`config.mk`:
```
export PLATFORM = sky130hd
export DESIGN_NAME = video_field_sync_sequencer_flat
export DESIGN_NICKNAME = d
export VERILOG_FILES = /design/src/hw/rtl/vfss_pkg.sv /design/src/hw/rtl/vfss_evt_if.sv /design/src/hw/rtl/vfss_res_if.sv /design/src/hw/rtl/vfss_regs.sv /design/src/hw/rtl/vfss_in_stage.sv /design/src/hw/rtl/vfss_core.sv /design/src/hw/rtl/video_field_sync_sequencer.sv /design/src/flat_wrapper.sv
export SDC_FILE = /design/constraint.sdc
export NUM_CORES = 1
export LEC_CHECK = 0
export ABC_AREA = 1
export BUFFER_PORTS_ARGS = -buffer_cell sky130_fd_sc_hd__buf_2
export CAP_MARGIN = 15
export CORE_ASPECT_RATIO = 1.5
export CORE_MARGIN = 4
export CORE_UTILIZATION = 54
export DETAILED_ROUTE_END_ITERATION = 7
export PLACE_DENSITY = 0.73
export SETUP_SLACK_MARGIN = 0.02
export SLEW_MARGIN = 20
export SYNTH_ARGS = -nofsm -noshare
export SYNTH_HDL_FRONTEND = slang
export SYNTH_SLANG_ARGS = --single-unit
```
`constraint.sdc`:
```
create_clock -name clk -period 11.1 [get_ports clk]
set_input_delay 3.33 -clock clk [delete_from_list [all_inputs] [get_ports clk]]
set_output_delay 3.33 -clock clk [all_outputs]
set_load 0.02 [all_outputs]
```
`src/hw/rtl/vfss_pkg.sv`:
```
// ----------------------------------------------------------------------------
// vfss_pkg
// Shared types, codes and constants of the video field sync sequencer.
// ----------------------------------------------------------------------------
`default_nettype none

package vfss_pkg;

    // event opcodes
    localparam logic [1:0] OP_PWM_TICK  = 2'd0;
    localparam logic [1:0] OP_FIELD_DET = 2'd1;
    localparam logic [1:0] OP_MS_TICK   = 2'd2;

    // field detection codes
    localparam logic [2:0] FC_50_ODD  = 3'd1;
    localparam logic [2:0] FC_50_EVEN = 3'd2;
    localparam logic [2:0] FC_60_ODD  = 3'd3;
    localparam logic [2:0] FC_60_EVEN = 3'd4;

    // result codes
    localparam logic       ACT_LOAD        = 1'b0;
    localparam logic       ACT_STOP        = 1'b1;
    localparam logic [1:0] PRELOAD_KEEP    = 2'd0;
    localparam logic [1:0] PRELOAD_DISABLE = 2'd1;
    localparam logic [1:0] PRELOAD_ENABLE  = 2'd2;

    // register map, index = paddr[4:2]
    localparam int unsigned PADDR_W = 5;
    localparam logic [2:0] REG_SLOT_PULSES  = 3'd0;
    localparam logic [2:0] REG_PAL_LINES    = 3'd1;
    localparam logic [2:0] REG_NTSC_LINES   = 3'd2;
    localparam logic [2:0] REG_LINE_PERIOD  = 3'd3;
    localparam logic [2:0] REG_SYNC_WIDTH   = 3'd4;
    localparam logic [2:0] REG_AUX_WIDTH    = 3'd5;
    localparam logic [2:0] REG_MUTE_HOLD    = 3'd6;

    // register reset values
    localparam logic [7:0]  RST_SLOT_PULSES = 8'd6;
    localparam logic [9:0]  RST_PAL_LINES   = 10'd312;
    localparam logic [9:0]  RST_NTSC_LINES  = 10'd262;
    localparam logic [16:0] RST_LINE_PERIOD = 17'd64000;
    localparam logic [15:0] RST_SYNC_WIDTH  = 16'd4700;
    localparam logic [15:0] RST_AUX_WIDTH   = 16'd4700;
    localparam logic [15:0] RST_MUTE_HOLD   = 16'd1000;

    // pin19 gap before the serration edge
    localparam logic [15:0] SERR_GAP_NS = 16'd1750;

    typedef struct packed {
        logic [7:0]  slot_pulses;
        logic [9:0]  pal_line_pulses;
        logic [9:0]  ntsc_line_pulses;
        logic [16:0] line_period_ns;
        logic [15:0] line_sync_width_ns;
        logic [15:0] aux_pulse_width_ns;
        logic [15:0] mute_hold_ms;
    } cfg_t;

    typedef struct packed {
        logic [1:0] opcode;
        logic [2:0] field_code;
        logic       signal_weak;
    } evt_t;

    typedef struct packed {
        logic        action;
        logic [16:0] period_ns;
        logic [16:0] pin18_width_ns;
        logic [16:0] pin19_width_ns;
        logic [16:0] chan4_width_ns;
        logic [1:0]  preload_change;
        logic        clear_timer;
    } res_t;

    // handshake between input stage and sequencer core
    typedef struct packed {
        logic valid;
        evt_t evt;
    } stage_t;

endpackage

`default_nettype wire

```
`src/hw/rtl/vfss_evt_if.sv`:
```
// ----------------------------------------------------------------------------
// vfss_evt_if
// Event channel: valid/ready handshake with the event fields.
// ----------------------------------------------------------------------------
`default_nettype none

interface vfss_evt_if;
    logic       valid;
    logic       ready;
    logic [1:0] opcode;
    logic [2:0] field_code;
    logic       signal_weak;

    modport source (output valid, output opcode, output field_code, output signal_weak,
                    input ready);
    modport sink   (input valid, input opcode, input field_code, input signal_weak,
                    output ready);
endinterface

`default_nettype wire

```
`src/hw/rtl/vfss_res_if.sv`:
```
// ----------------------------------------------------------------------------
// vfss_res_if
// Result channel: valid/ready handshake with one PWM setting.
// ----------------------------------------------------------------------------
`default_nettype none

interface vfss_res_if;
    logic        valid;
    logic        ready;
    logic        action;
    logic [16:0] period_ns;
    logic [16:0] pin18_width_ns;
    logic [16:0] pin19_width_ns;
    logic [16:0] chan4_width_ns;
    logic [1:0]  preload_change;
    logic        clear_timer;

    modport source (output valid, output action, output period_ns, output pin18_width_ns,
                    output pin19_width_ns, output chan4_width_ns, output preload_change,
                    output clear_timer, input ready);
    modport sink   (input valid, input action, input period_ns, input pin18_width_ns,
                    input pin19_width_ns, input chan4_width_ns, input preload_change,
                    input clear_timer, output ready);
endinterface

`default_nettype wire

```
`src/hw/rtl/vfss_regs.sv`:
```
// ----------------------------------------------------------------------------
// vfss_regs
// APB configuration registers of the field sync sequencer.
// ----------------------------------------------------------------------------
`default_nettype none

module vfss_regs
(
    input  wire logic                          clk,
    input  wire logic                          rst_n,
    input  wire logic                          psel,
    input  wire logic                          penable,
    input  wire logic                          pwrite,
    input  wire logic [vfss_pkg::PADDR_W-1:0]  paddr,
    input  wire logic [31:0]                   pwdata,
    output logic [31:0]                        prdata,
    output logic                               pready,
    output vfss_pkg::cfg_t                     cfg
);

    vfss_pkg::cfg_t cfg_reg;
    logic [2:0]     idx;
    logic           wr_en;

    assign idx    = paddr[4:2];
    assign wr_en  = psel && penable && pwrite;
    assign pready = 1'b1;
    assign cfg    = cfg_reg;

    always_ff @(posedge clk or negedge rst_n)
    begin
        if (!rst_n)
        begin
            cfg_reg.slot_pulses        <= vfss_pkg::RST_SLOT_PULSES;
            cfg_reg.pal_line_pulses    <= vfss_pkg::RST_PAL_LINES;
            cfg_reg.ntsc_line_pulses   <= vfss_pkg::RST_NTSC_LINES;
            cfg_reg.line_period_ns     <= vfss_pkg::RST_LINE_PERIOD;
            cfg_reg.line_sync_width_ns <= vfss_pkg::RST_SYNC_WIDTH;
            cfg_reg.aux_pulse_width_ns <= vfss_pkg::RST_AUX_WIDTH;
            cfg_reg.mute_hold_ms       <= vfss_pkg::RST_MUTE_HOLD;
        end
        else if (wr_en)
        begin
            unique case (idx)
                vfss_pkg::REG_SLOT_PULSES: cfg_reg.slot_pulses        <= pwdata[7:0];
                vfss_pkg::REG_PAL_LINES:   cfg_reg.pal_line_pulses    <= pwdata[9:0];
                vfss_pkg::REG_NTSC_LINES:  cfg_reg.ntsc_line_pulses   <= pwdata[9:0];
                vfss_pkg::REG_LINE_PERIOD: cfg_reg.line_period_ns     <= pwdata[16:0];
                vfss_pkg::REG_SYNC_WIDTH:  cfg_reg.line_sync_width_ns <= pwdata[15:0];
                vfss_pkg::REG_AUX_WIDTH:   cfg_reg.aux_pulse_width_ns <= pwdata[15:0];
                vfss_pkg::REG_MUTE_HOLD:   cfg_reg.mute_hold_ms       <= pwdata[15:0];
                default: ;
            endcase
        end
    end

    always_comb
    begin
        unique case (idx)
            vfss_pkg::REG_SLOT_PULSES: prdata = {24'd0, cfg_reg.slot_pulses};
            vfss_pkg::REG_PAL_LINES:   prdata = {22'd0, cfg_reg.pal_line_pulses};
            vfss_pkg::REG_NTSC_LINES:  prdata = {22'd0, cfg_reg.ntsc_line_pulses};
            vfss_pkg::REG_LINE_PERIOD: prdata = {15'd0, cfg_reg.line_period_ns};
            vfss_pkg::REG_SYNC_WIDTH:  prdata = {16'd0, cfg_reg.line_sync_width_ns};
            vfss_pkg::REG_AUX_WIDTH:   prdata = {16'd0, cfg_reg.aux_pulse_width_ns};
            vfss_pkg::REG_MUTE_HOLD:   prdata = {16'd0, cfg_reg.mute_hold_ms};
            default:                   prdata = 32'd0;
        endcase
    end

endmodule

`default_nettype wire

```
`src/hw/rtl/vfss_in_stage.sv`:
```
// ----------------------------------------------------------------------------
// vfss_in_stage
// Input register of the event channel.
// ----------------------------------------------------------------------------
`default_nettype none

module vfss_in_stage
(
    input  wire logic        clk,
    input  wire logic        rst_n,
    vfss_evt_if.sink         evt,
    input  wire logic        advance,
    output vfss_pkg::stage_t stage
);

    logic            valid_reg;
    vfss_pkg::evt_t  evt_reg;

    // take a new item when empty or when the held one moves on
    assign evt.ready   = !valid_reg || advance;
    assign stage.valid = valid_reg;
    assign stage.evt   = evt_reg;

    always_ff @(posedge clk or negedge rst_n)
    begin
        if (!rst_n)
        begin
            valid_reg <= 1'b0;
        end
        else if (evt.ready)
        begin
            valid_reg <= evt.valid;
        end
    end

    always_ff @(posedge clk)
    begin
        if (evt.ready && evt.valid)
        begin
            evt_reg.opcode      <= evt.opcode;
            evt_reg.field_code  <= evt.field_code;
            evt_reg.signal_weak <= evt.signal_weak;
        end
    end

endmodule

`default_nettype wire

```
`src/hw/rtl/vfss_core.sv`:
```
// ----------------------------------------------------------------------------
// vfss_core
// Field timing state, per-event decision logic and the result register.
// ----------------------------------------------------------------------------
`default_nettype none

module vfss_core
(
    input  wire logic        clk,
    input  wire logic        rst_n,
    input  wire vfss_pkg::cfg_t   cfg,
    input  wire vfss_pkg::stage_t stage,
    output logic             advance,
    vfss_res_if.source       res
);

    logic [15:0] line_cnt_reg, line_cnt_next;
    logic [15:0] slot_cnt_reg, slot_cnt_next;
    logic [15:0] field_limit_reg, field_limit_next;
    logic [15:0] hold_cnt_reg, hold_cnt_next;
    logic        muted_reg, muted_next;
    logic        even_reg, even_next;
    logic        ntsc_reg, ntsc_next;
    logic        res_valid_reg, res_valid_next;
    vfss_pkg::res_t res_reg, res_next;

    logic [9:0]         s3;
    logic [8:0]         s2;
    logic [10:0]        s3p1;
    logic signed [17:0] thr;
    logic signed [17:0] line_inc_s;
    logic [15:0]        line_inc;
    logic [15:0]        slot_inc;
    logic [16:0]        slot_inc2;
    logic [15:0]        half;
    logic [15:0]        serr18;
    logic [15:0]        serr19;
    logic [15:0]        base_limit;
    logic [15:0]        det_limit;
    logic [15:0]        hold_inc;
    logic               det_ntsc;
    logic               det_even;
    logic [16:0]        eq_p18;
    logic [16:0]        eq_p19;
    logic [16:0]        ln_p18;
    logic [16:0]        ln_p19;

    assign advance = stage.valid && (!res_valid_reg || res.ready);

    // slot arithmetic
    assign s3         = {2'b00, cfg.slot_pulses} + {1'b0, cfg.slot_pulses, 1'b0};
    assign s2         = {cfg.slot_pulses, 1'b0};
    assign s3p1       = {1'b0, s3} + 11'd1;
    assign thr        = $signed({2'b00, field_limit_reg}) - $signed({9'd0, s3[9:1]});
    assign line_inc   = line_cnt_reg + 16'd1;
    assign line_inc_s = $signed({2'b00, line_inc});
    assign slot_inc   = slot_cnt_reg + 16'd1;
    assign slot_inc2  = {1'b0, slot_inc} + 17'd1;

    // pwm widths
    assign half   = cfg.line_period_ns[16:1];
    assign serr18 = (half > cfg.line_sync_width_ns) ? half - cfg.line_sync_width_ns : 16'd0;
    assign serr19 = (half > vfss_pkg::SERR_GAP_NS) ? half - vfss_pkg::SERR_GAP_NS : 16'd0;
    assign eq_p18 = muted_reg ? 17'd0 : {2'b00, cfg.line_sync_width_ns[15:1]};
    assign eq_p19 = muted_reg ? 17'd0 : {1'b0, cfg.aux_pulse_width_ns};
    assign ln_p18 = muted_reg ? 17'd0 : {1'b0, cfg.line_sync_width_ns};
    assign ln_p19 = eq_p19;

    assign base_limit = {6'd0, ntsc_reg ? cfg.ntsc_line_pulses : cfg.pal_line_pulses};
    assign hold_inc   = hold_cnt_reg + 16'd1;

    assign det_ntsc  = (stage.evt.field_code == vfss_pkg::FC_60_ODD) ||
                       (stage.evt.field_code == vfss_pkg::FC_60_EVEN);
    assign det_even  = (stage.evt.field_code == vfss_pkg::FC_50_EVEN) ||
                       (stage.evt.field_code == vfss_pkg::FC_60_EVEN);
    assign det_limit = {6'd0, det_ntsc ? cfg.ntsc_line_pulses : cfg.pal_line_pulses}
                       + {15'd0, det_even};

    always_comb
    begin
        line_cnt_next    = line_cnt_reg;
        slot_cnt_next    = slot_cnt_reg;
        field_limit_next = field_limit_reg;
        hold_cnt_next    = hold_cnt_reg;
        muted_next       = muted_reg;
        even_next        = even_reg;
        ntsc_next        = ntsc_reg;
        res_next         = '0;
        res_valid_next   = 1'b0;

        if (advance)
        begin
            unique case (stage.evt.opcode)
                vfss_pkg::OP_PWM_TICK:
                begin
                    line_cnt_next = line_inc;
                    if (line_inc_s == thr)
                    begin
                        // first equalizing slot starts
                        slot_cnt_next           = 16'd0;
                        res_valid_next          = 1'b1;
                        res_next.action         = vfss_pkg::ACT_LOAD;
                        res_next.period_ns      = {1'b0, half};
                        res_next.pin18_width_ns = eq_p18;
                        res_next.pin19_width_ns = eq_p19;
                        res_next.chan4_width_ns = {2'b00, cfg.line_sync_width_ns[15:1]};
                    end
                    else if (line_inc_s > thr)
                    begin
                        slot_cnt_next = slot_inc;
                        if (slot_inc == {8'd0, cfg.slot_pulses})
                        begin
                            res_valid_next          = 1'b1;
                            res_next.action         = vfss_pkg::ACT_LOAD;
                            res_next.period_ns      = {1'b0, half};
                            res_next.pin18_width_ns = muted_reg ? 17'd0 : {1'b0, serr18};
                            res_next.pin19_width_ns = muted_reg ? 17'd0 : {1'b0, serr19};
                            res_next.chan4_width_ns = {1'b0, serr18};
                        end
                        else if (slot_inc == {7'd0, s2})
                        begin
                            res_valid_next          = 1'b1;
                            res_next.action         = vfss_pkg::ACT_LOAD;
                            res_next.period_ns      = {1'b0, half};
                            res_next.pin18_width_ns = eq_p18;
                            res_next.pin19_width_ns = eq_p19;
                            res_next.chan4_width_ns = {2'b00, cfg.line_sync_width_ns[15:1]};
                        end
                        else if (even_reg ? (slot_inc >= {5'd0, s3p1})
                                          : (slot_inc2 >= {7'd0, s3}))
                        begin
                            // field ends, back to full lines
                            line_cnt_next           = 16'd0;
                            even_next               = !even_reg;
                            field_limit_next        = even_reg ? base_limit
                                                               : base_limit + 16'd1;
                            res_valid_next          = 1'b1;
                            res_next.action         = vfss_pkg::ACT_LOAD;
                            res_next.period_ns      = cfg.line_period_ns;
                            res_next.pin18_width_ns = ln_p18;
                            res_next.pin19_width_ns = ln_p19;
                            res_next.chan4_width_ns = {1'b0, cfg.line_sync_width_ns};
                            res_next.preload_change = even_reg ? vfss_pkg::PRELOAD_DISABLE
                                                               : vfss_pkg::PRELOAD_ENABLE;
                        end
                    end
                end
                vfss_pkg::OP_FIELD_DET:
                begin
                    case (stage.evt.field_code) inside
                        vfss_pkg::FC_50_ODD, vfss_pkg::FC_50_EVEN,
                        vfss_pkg::FC_60_ODD, vfss_pkg::FC_60_EVEN:
                        begin
                            // resync; mute drops before the setting goes out
                            ntsc_next               = det_ntsc;
                            even_next               = det_even;
                            muted_next              = 1'b0;
                            slot_cnt_next           = 16'd0;
                            line_cnt_next           = 16'd0;
                            field_limit_next        = det_limit;
                            res_valid_next          = 1'b1;
                            res_next.action         = vfss_pkg::ACT_LOAD;
                            res_next.period_ns      = cfg.line_period_ns;
                            res_next.pin18_width_ns = {1'b0, cfg.line_sync_width_ns};
                            res_next.pin19_width_ns = {1'b0, cfg.aux_pulse_width_ns};
                            res_next.chan4_width_ns = {1'b0, cfg.line_sync_width_ns};
                            res_next.preload_change = vfss_pkg::PRELOAD_DISABLE;
                            res_next.clear_timer    = 1'b1;
                        end
                        default: ;
                    endcase
                end
                vfss_pkg::OP_MS_TICK:
                begin
                    if (!stage.evt.signal_weak)
                    begin
                        muted_next    = 1'b0;
                        hold_cnt_next = 16'd0;
                    end
                    else
                    begin
                        hold_cnt_next = hold_inc;
                        if ((hold_inc == cfg.mute_hold_ms) && !muted_reg)
                        begin
                            muted_next      = 1'b1;
                            res_valid_next  = 1'b1;
                            res_next.action = vfss_pkg::ACT_STOP;
                        end
                    end
                end
                default: ;
            endcase
        end
    end

    always_ff @(posedge clk or negedge rst_n)
    begin
        if (!rst_n)
        begin
            line_cnt_reg    <= 16'd0;
            slot_cnt_reg    <= 16'd0;
            field_limit_reg <= {6'd0, vfss_pkg::RST_PAL_LINES};
            hold_cnt_reg    <= 16'd0;
            muted_reg       <= 1'b0;
            even_reg        <= 1'b0;
            ntsc_reg        <= 1'b0;
            res_valid_reg   <= 1'b0;
        end
        else
        begin
            line_cnt_reg    <= line_cnt_next;
            slot_cnt_reg    <= slot_cnt_next;
            field_limit_reg <= field_limit_next;
            hold_cnt_reg    <= hold_cnt_next;
            muted_reg       <= muted_next;
            even_reg        <= even_next;
            ntsc_reg        <= ntsc_next;
            if (advance)
            begin
                res_valid_reg <= res_valid_next;
            end
            else if (res.ready)
            begin
                res_valid_reg <= 1'b0;
            end
        end
    end

    always_ff @(posedge clk)
    begin
        if (advance)
        begin
            res_reg <= res_next;
        end
    end

    assign res.valid          = res_valid_reg;
    assign res.action         = res_reg.action;
    assign res.period_ns      = res_reg.period_ns;
    assign res.pin18_width_ns = res_reg.pin18_width_ns;
    assign res.pin19_width_ns = res_reg.pin19_width_ns;
    assign res.chan4_width_ns = res_reg.chan4_width_ns;
    assign res.preload_change = res_reg.preload_change;
    assign res.clear_timer    = res_reg.clear_timer;

endmodule

`default_nettype wire

```
`src/hw/rtl/video_field_sync_sequencer.sv`:
```
// ----------------------------------------------------------------------------
// video_field_sync_sequencer
// PAL/NTSC field sync sequencer driven by PWM, field detection and 1 ms events.
// ----------------------------------------------------------------------------
// path: an accepted event goes through the input reg, then the result reg;
//   the result reg loads only while no earlier result is left waiting
// throughput: one event per cycle; while a result waits, one more item is
//   taken into the input register and then the event port stalls
// reset: rst_n async low; registers to defaults, counters to zero, odd PAL
//   field, not muted, both channels empty
`default_nettype none

module video_field_sync_sequencer
(
    input  wire logic                          clk,
    input  wire logic                          rst_n,
    vfss_evt_if.sink                           evt,
    vfss_res_if.source                         res,
    input  wire logic                          psel,
    input  wire logic                          penable,
    input  wire logic                          pwrite,
    input  wire logic [vfss_pkg::PADDR_W-1:0]  paddr,
    input  wire logic [31:0]                   pwdata,
    output logic [31:0]                        prdata,
    output logic                               pready
);

    vfss_pkg::cfg_t   cfg;
    vfss_pkg::stage_t stage;
    logic             advance;

    vfss_regs u_regs
    (
        .clk     (clk),
        .rst_n   (rst_n),
        .psel    (psel),
        .penable (penable),
        .pwrite  (pwrite),
        .paddr   (paddr),
        .pwdata  (pwdata),
        .prdata  (prdata),
        .pready  (pready),
        .cfg     (cfg)
    );

    vfss_in_stage u_in_stage
    (
        .clk     (clk),
        .rst_n   (rst_n),
        .evt     (evt),
        .advance (advance),
        .stage   (stage)
    );

    vfss_core u_core
    (
        .clk     (clk),
        .rst_n   (rst_n),
        .cfg     (cfg),
        .stage   (stage),
        .advance (advance),
        .res     (res)
    );

endmodule

`default_nettype wire

```
`src/flat_wrapper.sv`:
```
// flat-port wrapper written by rule: the top's interface ports become plain ports
module video_field_sync_sequencer_flat 
  (clk, rst_n, psel, penable, pwrite, paddr, pwdata, prdata, pready, evt_valid, evt_opcode, evt_field_code, evt_signal_weak, evt_ready, res_valid, res_action, res_period_ns, res_pin18_width_ns, res_pin19_width_ns, res_chan4_width_ns, res_preload_change, res_clear_timer, res_ready);
  vfss_evt_if evt_i ();
  vfss_res_if res_i ();
  input  wire logic clk;
  input  wire logic rst_n;
  input  wire logic psel;
  input  wire logic penable;
  input  wire logic pwrite;
  input  wire logic [vfss_pkg::PADDR_W-1:0] paddr;
  input  wire logic [31:0] pwdata;
  output logic [31:0] prdata;
  output logic pready;
  input wire logic [$bits(evt_i.valid)-1:0] evt_valid;
  input wire logic [$bits(evt_i.opcode)-1:0] evt_opcode;
  input wire logic [$bits(evt_i.field_code)-1:0] evt_field_code;
  input wire logic [$bits(evt_i.signal_weak)-1:0] evt_signal_weak;
  output wire logic [$bits(evt_i.ready)-1:0] evt_ready;
  output wire logic [$bits(res_i.valid)-1:0] res_valid;
  output wire logic [$bits(res_i.action)-1:0] res_action;
  output wire logic [$bits(res_i.period_ns)-1:0] res_period_ns;
  output wire logic [$bits(res_i.pin18_width_ns)-1:0] res_pin18_width_ns;
  output wire logic [$bits(res_i.pin19_width_ns)-1:0] res_pin19_width_ns;
  output wire logic [$bits(res_i.chan4_width_ns)-1:0] res_chan4_width_ns;
  output wire logic [$bits(res_i.preload_change)-1:0] res_preload_change;
  output wire logic [$bits(res_i.clear_timer)-1:0] res_clear_timer;
  input wire logic [$bits(res_i.ready)-1:0] res_ready;
  assign evt_i.valid = evt_valid;
  assign evt_i.opcode = evt_opcode;
  assign evt_i.field_code = evt_field_code;
  assign evt_i.signal_weak = evt_signal_weak;
  assign evt_ready = evt_i.ready;
  assign res_valid = res_i.valid;
  assign res_action = res_i.action;
  assign res_period_ns = res_i.period_ns;
  assign res_pin18_width_ns = res_i.pin18_width_ns;
  assign res_pin19_width_ns = res_i.pin19_width_ns;
  assign res_chan4_width_ns = res_i.chan4_width_ns;
  assign res_preload_change = res_i.preload_change;
  assign res_clear_timer = res_i.clear_timer;
  assign res_i.ready = res_ready;
  video_field_sync_sequencer u_core (.clk(clk), .rst_n(rst_n), .evt(evt_i), .res(res_i), .psel(psel), .penable(penable), .pwrite(pwrite), .paddr(paddr), .pwdata(pwdata), .prdata(prdata), .pready(pready));
endmodule
```
; ---- Word-level counts from Yosys, hierarchy flattened
; Cells that the tools add are included.
[totals]
input_bits = 50
reg_bits = 240
[classes]
reduce_logical = 32
addsub = 11
order_cmp = 5
muxes = 64
n_eq_ne = 24
[ops]
columns = op, count
row1 = two-way mux 16 bit, 21
row2 = two-way mux 71 bit, 2
row3 = one-hot mux 70 bit (2 select lines), 1
row4 = two-way mux 68 bit, 2
row5 = one-hot mux 17 bit (7 select lines), 1
row6 = one-hot mux 16 bit (2 select lines), 3
row7 = two-way mux 70 bit, 1
row8 = two-way mux 69 bit, 1
row9 = "adder 16 x 1 -> 16 bit, second input constant", 3
row10 = "adder 10 x 1 -> 11 bit, second input constant", 2
row11 = two-way mux 1 bit, 20
row12 = two-way mux 10 bit, 2
row13 = "adder 16 x 1 -> 17 bit, second input constant", 1
row14 = equality test 17 bit, 1
row15 = greater-or-equal comparator 17 x 10 -> 1 bit, 1
row16 = greater-than comparator 17 bit, 1
row17 = subtractor 16 x 9 -> 17 bit, 1
row18 = equality test 16 bit, 1
row19 = equality test 16 x 8 -> 1 bit, 1
row20 = equality test 16 x 9 -> 1 bit, 1
row21 = greater-or-equal comparator 16 x 11 -> 1 bit, 1
row22 = "greater-than comparator 16 x 11 -> 1 bit, second input constant", 1
row23 = greater-than comparator 16 bit, 1
row24 = AND reduction 2 bit, 8
row25 = 27 further kinds, 58

; ---- Longest topological paths before layout
[depth]
word_depth = 11
ltp_mapped = 33

; ---- Modules after synthesis
; Synthesis repeated with hierarchy kept, for this count alone.
[unflattened]
cells_unflattened = 2446
hier_area_um2 = 17489.3
[modules_own_cells]
columns = mod, seq_area_each_um2, area_per_inst_um2, n_inst, cells_each
row1 = vfss_core, 3653.5, 12455.7, 1, 1821
row2 = vfss_regs, 2368.5, 4800.9, 1, 612
row3 = vfss_in_stage, 205.2, 232.7, 1, 13

; ---- Worst setup path before layout
; OpenSTA, ideal clock, no wires.
[synth_path]
path_type = input port to output port
from = input port paddr[4] in the netlist's numbering
to = output port prdata[6]
path_buffers = 2
slack_ns = 2.978
stages = 5
arrival_ns = 4.792
path_cell_list = clkbuf_1 -> nor3_1 -> clkbuf_1 -> inv_1 -> o221ai_1
[synth_between]
elab_chain_cells = 2
word_cells_on_any_way = 8
classes_between = 6 x eq/ne / 1 x mux / 1 x reduce/logical
[synth_rtl]
columns = element, line
row1 = start: declaration, flat_wrapper.sv:11  ; input wire logic [vfss_pkg::PADDR_W-1:0] paddr;
row2 = equality test 3 bit (tied with other cells), vfss_regs.sv:59  ; unique case (idx)
row3 = one-hot mux 17 bit (7 select lines) (*), vfss_regs.sv:59
row4 = end: declaration, flat_wrapper.sv:13  ; output logic [31:0] prdata;
; Every way passes the cells marked *; elsewhere a longest branch is shown, timed or not.

; ---- Worst setup path after layout
[layout_path]
from = input port paddr[3] in the netlist's numbering
to = output port prdata[9]
; Same word-level chain as after synthesis.

==> qor.csv <==
stage,metric,value,unit
status,outcome,"finished, final reports clean",
cells_and_area,largest_reg_flops,93,
worst_setup_path,r2r_slack,4080,ps
die,die_w,154,microns
worst_setup_path,crit_path_top_delay_cell,nand3_1,
power,powerDensity,241,mW/mm^2
hold_path,hold_depth,2,
cts,tritoncts,yes,
worst_setup_path,cp_num_cells,7,
drt,drt_wl_total,56900,microns
worst_setup_path,critPathArrivalTime,5200,ps
drt,avgViaCountPerCell,5.81,
drt,drtAntennaViolNets,0,
cts,cts_made_buffers,24,
cts,clockBufferDepth,3,
cells_and_area,fillerInstances,2997,
sta,maxSlewViolCount,0,
cts,holdBufCountCts,0,
yosys,synth_area,0.0174,sq mm
worst_setup_path,cp-end-kind,primary output,
yosys,ys.flop_type,dfrtp_1,
global_routing,grt_pass1_vias,16844,
power,combPwrFrac,0.518,
yosys,syn_inst,2455,
worst_setup_path,critPathLaunch,paddr[3],
sta,worstMarginPinSlew,1070,ps
power,p_int,2.36,mW
sta,fin_skew,14.7,ps
worst_setup_path,crit_top_cell,buf_2,
yosys,ys_ff_latch,232,
global_routing,grt_pass1_wl,88100,microns
die,die_h,228,microns
worst_setup_path,cp-start-kind,input pin,
cells_and_area,mostFrequentLayoutCell,nand2_1,
worst_setup_path,crit_family,compound AO/OA/AOI/OAI gates,
power,switching_power,2.21,mW
sta,finalCritPeriodShare,0.769,
sta,period_minus_slack,8530,ps
yosys,ys_seq_area_frac,0.359,
cts,clk_pin_slew_worst_paths,60,ps
sta,clock.fmax,117,MHz
power,p_leak,9.42,nW
place,gp_congestion,0.967,
worst_setup_path,r2r_cells,25,
worst_setup_path,r2r_end,u_core.u_core.res.chan4_width_ns[12],
die,initial_core_util,0.547,
drt,wire_per_inst,19.3,microns
cells_and_area,most-common-layout-cells,"nand2_1 (692), inv_1 (303), o21ai_0 (280)",
yosys,synth-warning-count,0,
yosys,synth_edf_count,75,
worst_setup_path,required,7770,ps
yosys,synth_cell_types,63,
sta,final.setup.tns,0,ps
global_routing,antenna_found_initial,1,
worst_setup_path,crit_chain,buf_2 -> inv_1 -> nand3_1 -> o22ai_1 -> a221oi_1 -> o221ai_1 -> buf_2,
drt,drc,0,
cells_and_area,design_area,0.0189,sq mm
power,p_seq_frac,0.295,
sta,setup_viol,0,
yosys,syn_area_per_cell,7.07,sq um
power,p_clk_frac,0.187,
place,dp.final_hpwl,42800,microns
cts,cts.repair.resized,0,
cells_and_area,finalNetCount,2650,
worst_setup_path,cpPeakStageDelay,540,ps
power,irDropWorstVdd,134,uV
place,post_dp_cell_area,0.0181,sq mm
cts,post-cts-setup-buffers,0,
sta,setup_ws,2570,ps
cells_and_area,area_growth_syn_to_layout,9.17,%
drt,vias,17099,
drt,dr.pass1.iters,8,
power,p_sw_frac,0.484,
die,dieArea,0.0351,sq mm
yosys,ys_async_sr_fraction,0.677,
sta,hold_viol,0,
place,place_ws,2530,ps
worst_setup_path,endpoint,prdata[9],
place,portBuffers,120,
sta,fin_hold_ws,481,ps
worst_setup_path,cp_num_buf_inv,3,
sta,slew-limit-headroom,0.284,
global_routing,grt-ovfl-total,0,
run,cap_violations,0,
cts,htreeDepth,1,
drt,first_iter_violations,1361,
die,coreArea,0.0317,sq mm
global_routing,grt_usage,0.316,
global_routing,grt_max_degree,95,
worst_setup_path,cp_max_fo,17,
hold_path,worst_hold_path_type,register to register,
worst_setup_path,critical_path_class,input pin to primary output,
worst_setup_path,timing.rr.start,u_core.u_regs.cfg[86],
cts,clk_latency,550,ps
die,io_pins,157,
die,num_rows,80,
cts,clock-sinks,232,
cts,clock-root-buffer,clkbuf_16,
sta,rsz0062_at_grt,false,
cells_and_area,drive_above_1_share,0.112,
cells_and_area,diodes,0,
-- cells by family after synthesis --
group,synth area share
simple gates,0.287
compound gates,0.155
buf+inv,0.0994
flops,0.359
fa+ha+maj,0.0611
xor+xnor,0.0353
mux,0.00245
other cells,0.000433
-- synthesized netlist by cell type (all sizes together) (6+ instances only) --
cell    instances  share of area
edfxtp         75           0.13
xor2           59          0.030
clkbuf         68          0.015
nor2          192          0.045
o22ai          46          0.017
nand3         122          0.038
or2            14         0.0050
o21ai         308          0.090
dfrtp         120           0.17
a22oi          10         0.0043
a21oi          67          0.019
o221ai          6         0.0030
ha             80          0.058
nor4           15         0.0054
dfstp          37          0.056
nor3           32         0.0095
inv           315          0.068
xnor2          11         0.0056
nand3b          6         0.0026
nand2         714           0.16
nand4          52          0.020
buf            43          0.016
a221oi          9         0.0045
a221o           6         0.0035
o31ai           7         0.0030
-- worst register-to-register path, cell delays in order (launching register included) --
cell and delay, ps:
dfstp_2 620, ha_1 220, inv_1 70, fa_1 470
xor2_1 520, ha_1 390, a21oi_1 160, nand2_1 90
a21oi_1 140, o21bai_1 110, nand4_1 110, o211ai_1 130
nand4_1 100, nand2_1 120, nor2_1 190, nand2_1 80
ha_1 320, inv_1 50, nor4_1 250, nand2_1 90
nor4b_1 680, nand2_4 580, inv_2 730, nor2_1 210
o21ai_0 200, o21ai_0 140
-- how the worst min path moves through the flow --
| stage | end | startpoint |
|---|---|---|
| 2_1_floorplan | u_core.u_core.field_limit_reg[3] | u_core.u_core.field_limit_reg[3] |
| 3_3_place_gp | u_core.u_core.field_limit_reg[4] | u_core.u_core.field_limit_reg[4] |
| 3_5_place_dp | u_core.u_core.field_limit_reg[5] | u_core.u_core.field_limit_reg[5] |
| 4_1_cts | u_core.u_core.field_limit_reg[5] | u_core.u_core.field_limit_reg[5] |
| 5_1_grt | u_core.u_core.field_limit_reg[4] | u_core.u_core.field_limit_reg[4] |
| 6_report | u_core.u_core.field_limit_reg[5] | u_core.u_core.field_limit_reg[5] |
-- layout make-up --
cell class | count | area, sq um | area share
flip-flops and latches | 232 | 6230 | 0.329
clock buffers | 30 | 666 | 0.0351
clock inverters | 14 | 154 | 0.00812
inverters | 316 | 1190 | 0.0627
multi-input cells | 1813 | 9490 | 0.501
well taps | 410 | 513 | 0.0271
repair buffers | 130 | 702 | 0.0371
-- metal layers --
metal,global-route usage,vias up,part of all wire
met1,0.358,8035,0.37
li1,-,8186,-
met2,0.562,666,0.49
met3,0.0456,210,0.069
met4,0.191,2,0.068
met5,0,-,0.00012
-- power groups by stage --
stage / combinational (mW) / clock [mW] / sequential (mW)
4_1_cts: 2.33 / 0.861 / 1.34
2_1_floorplan: 1.67 / 0 / 1.32
3_5_place_dp: 2.32 / 0 / 1.35
6_report: 2.36 / 0.853 / 1.35
3_3_place_gp: 2.26 / 0 / 1.35
5_1_grt: 2.63 / 0.899 / 1.37
-- stage by stage --
step           cells   util  total power [mW]
6_report        2945  0.597              4.56
5_1_grt         2945  0.597              4.90
4_1_cts         2944  0.596              4.54
3_5_place_dp    2900  0.570              3.67
3_3_place_gp    2900  0.570              3.60
2_1_floorplan   2472      -              3.00
Power figures use the tool's default switching activity.
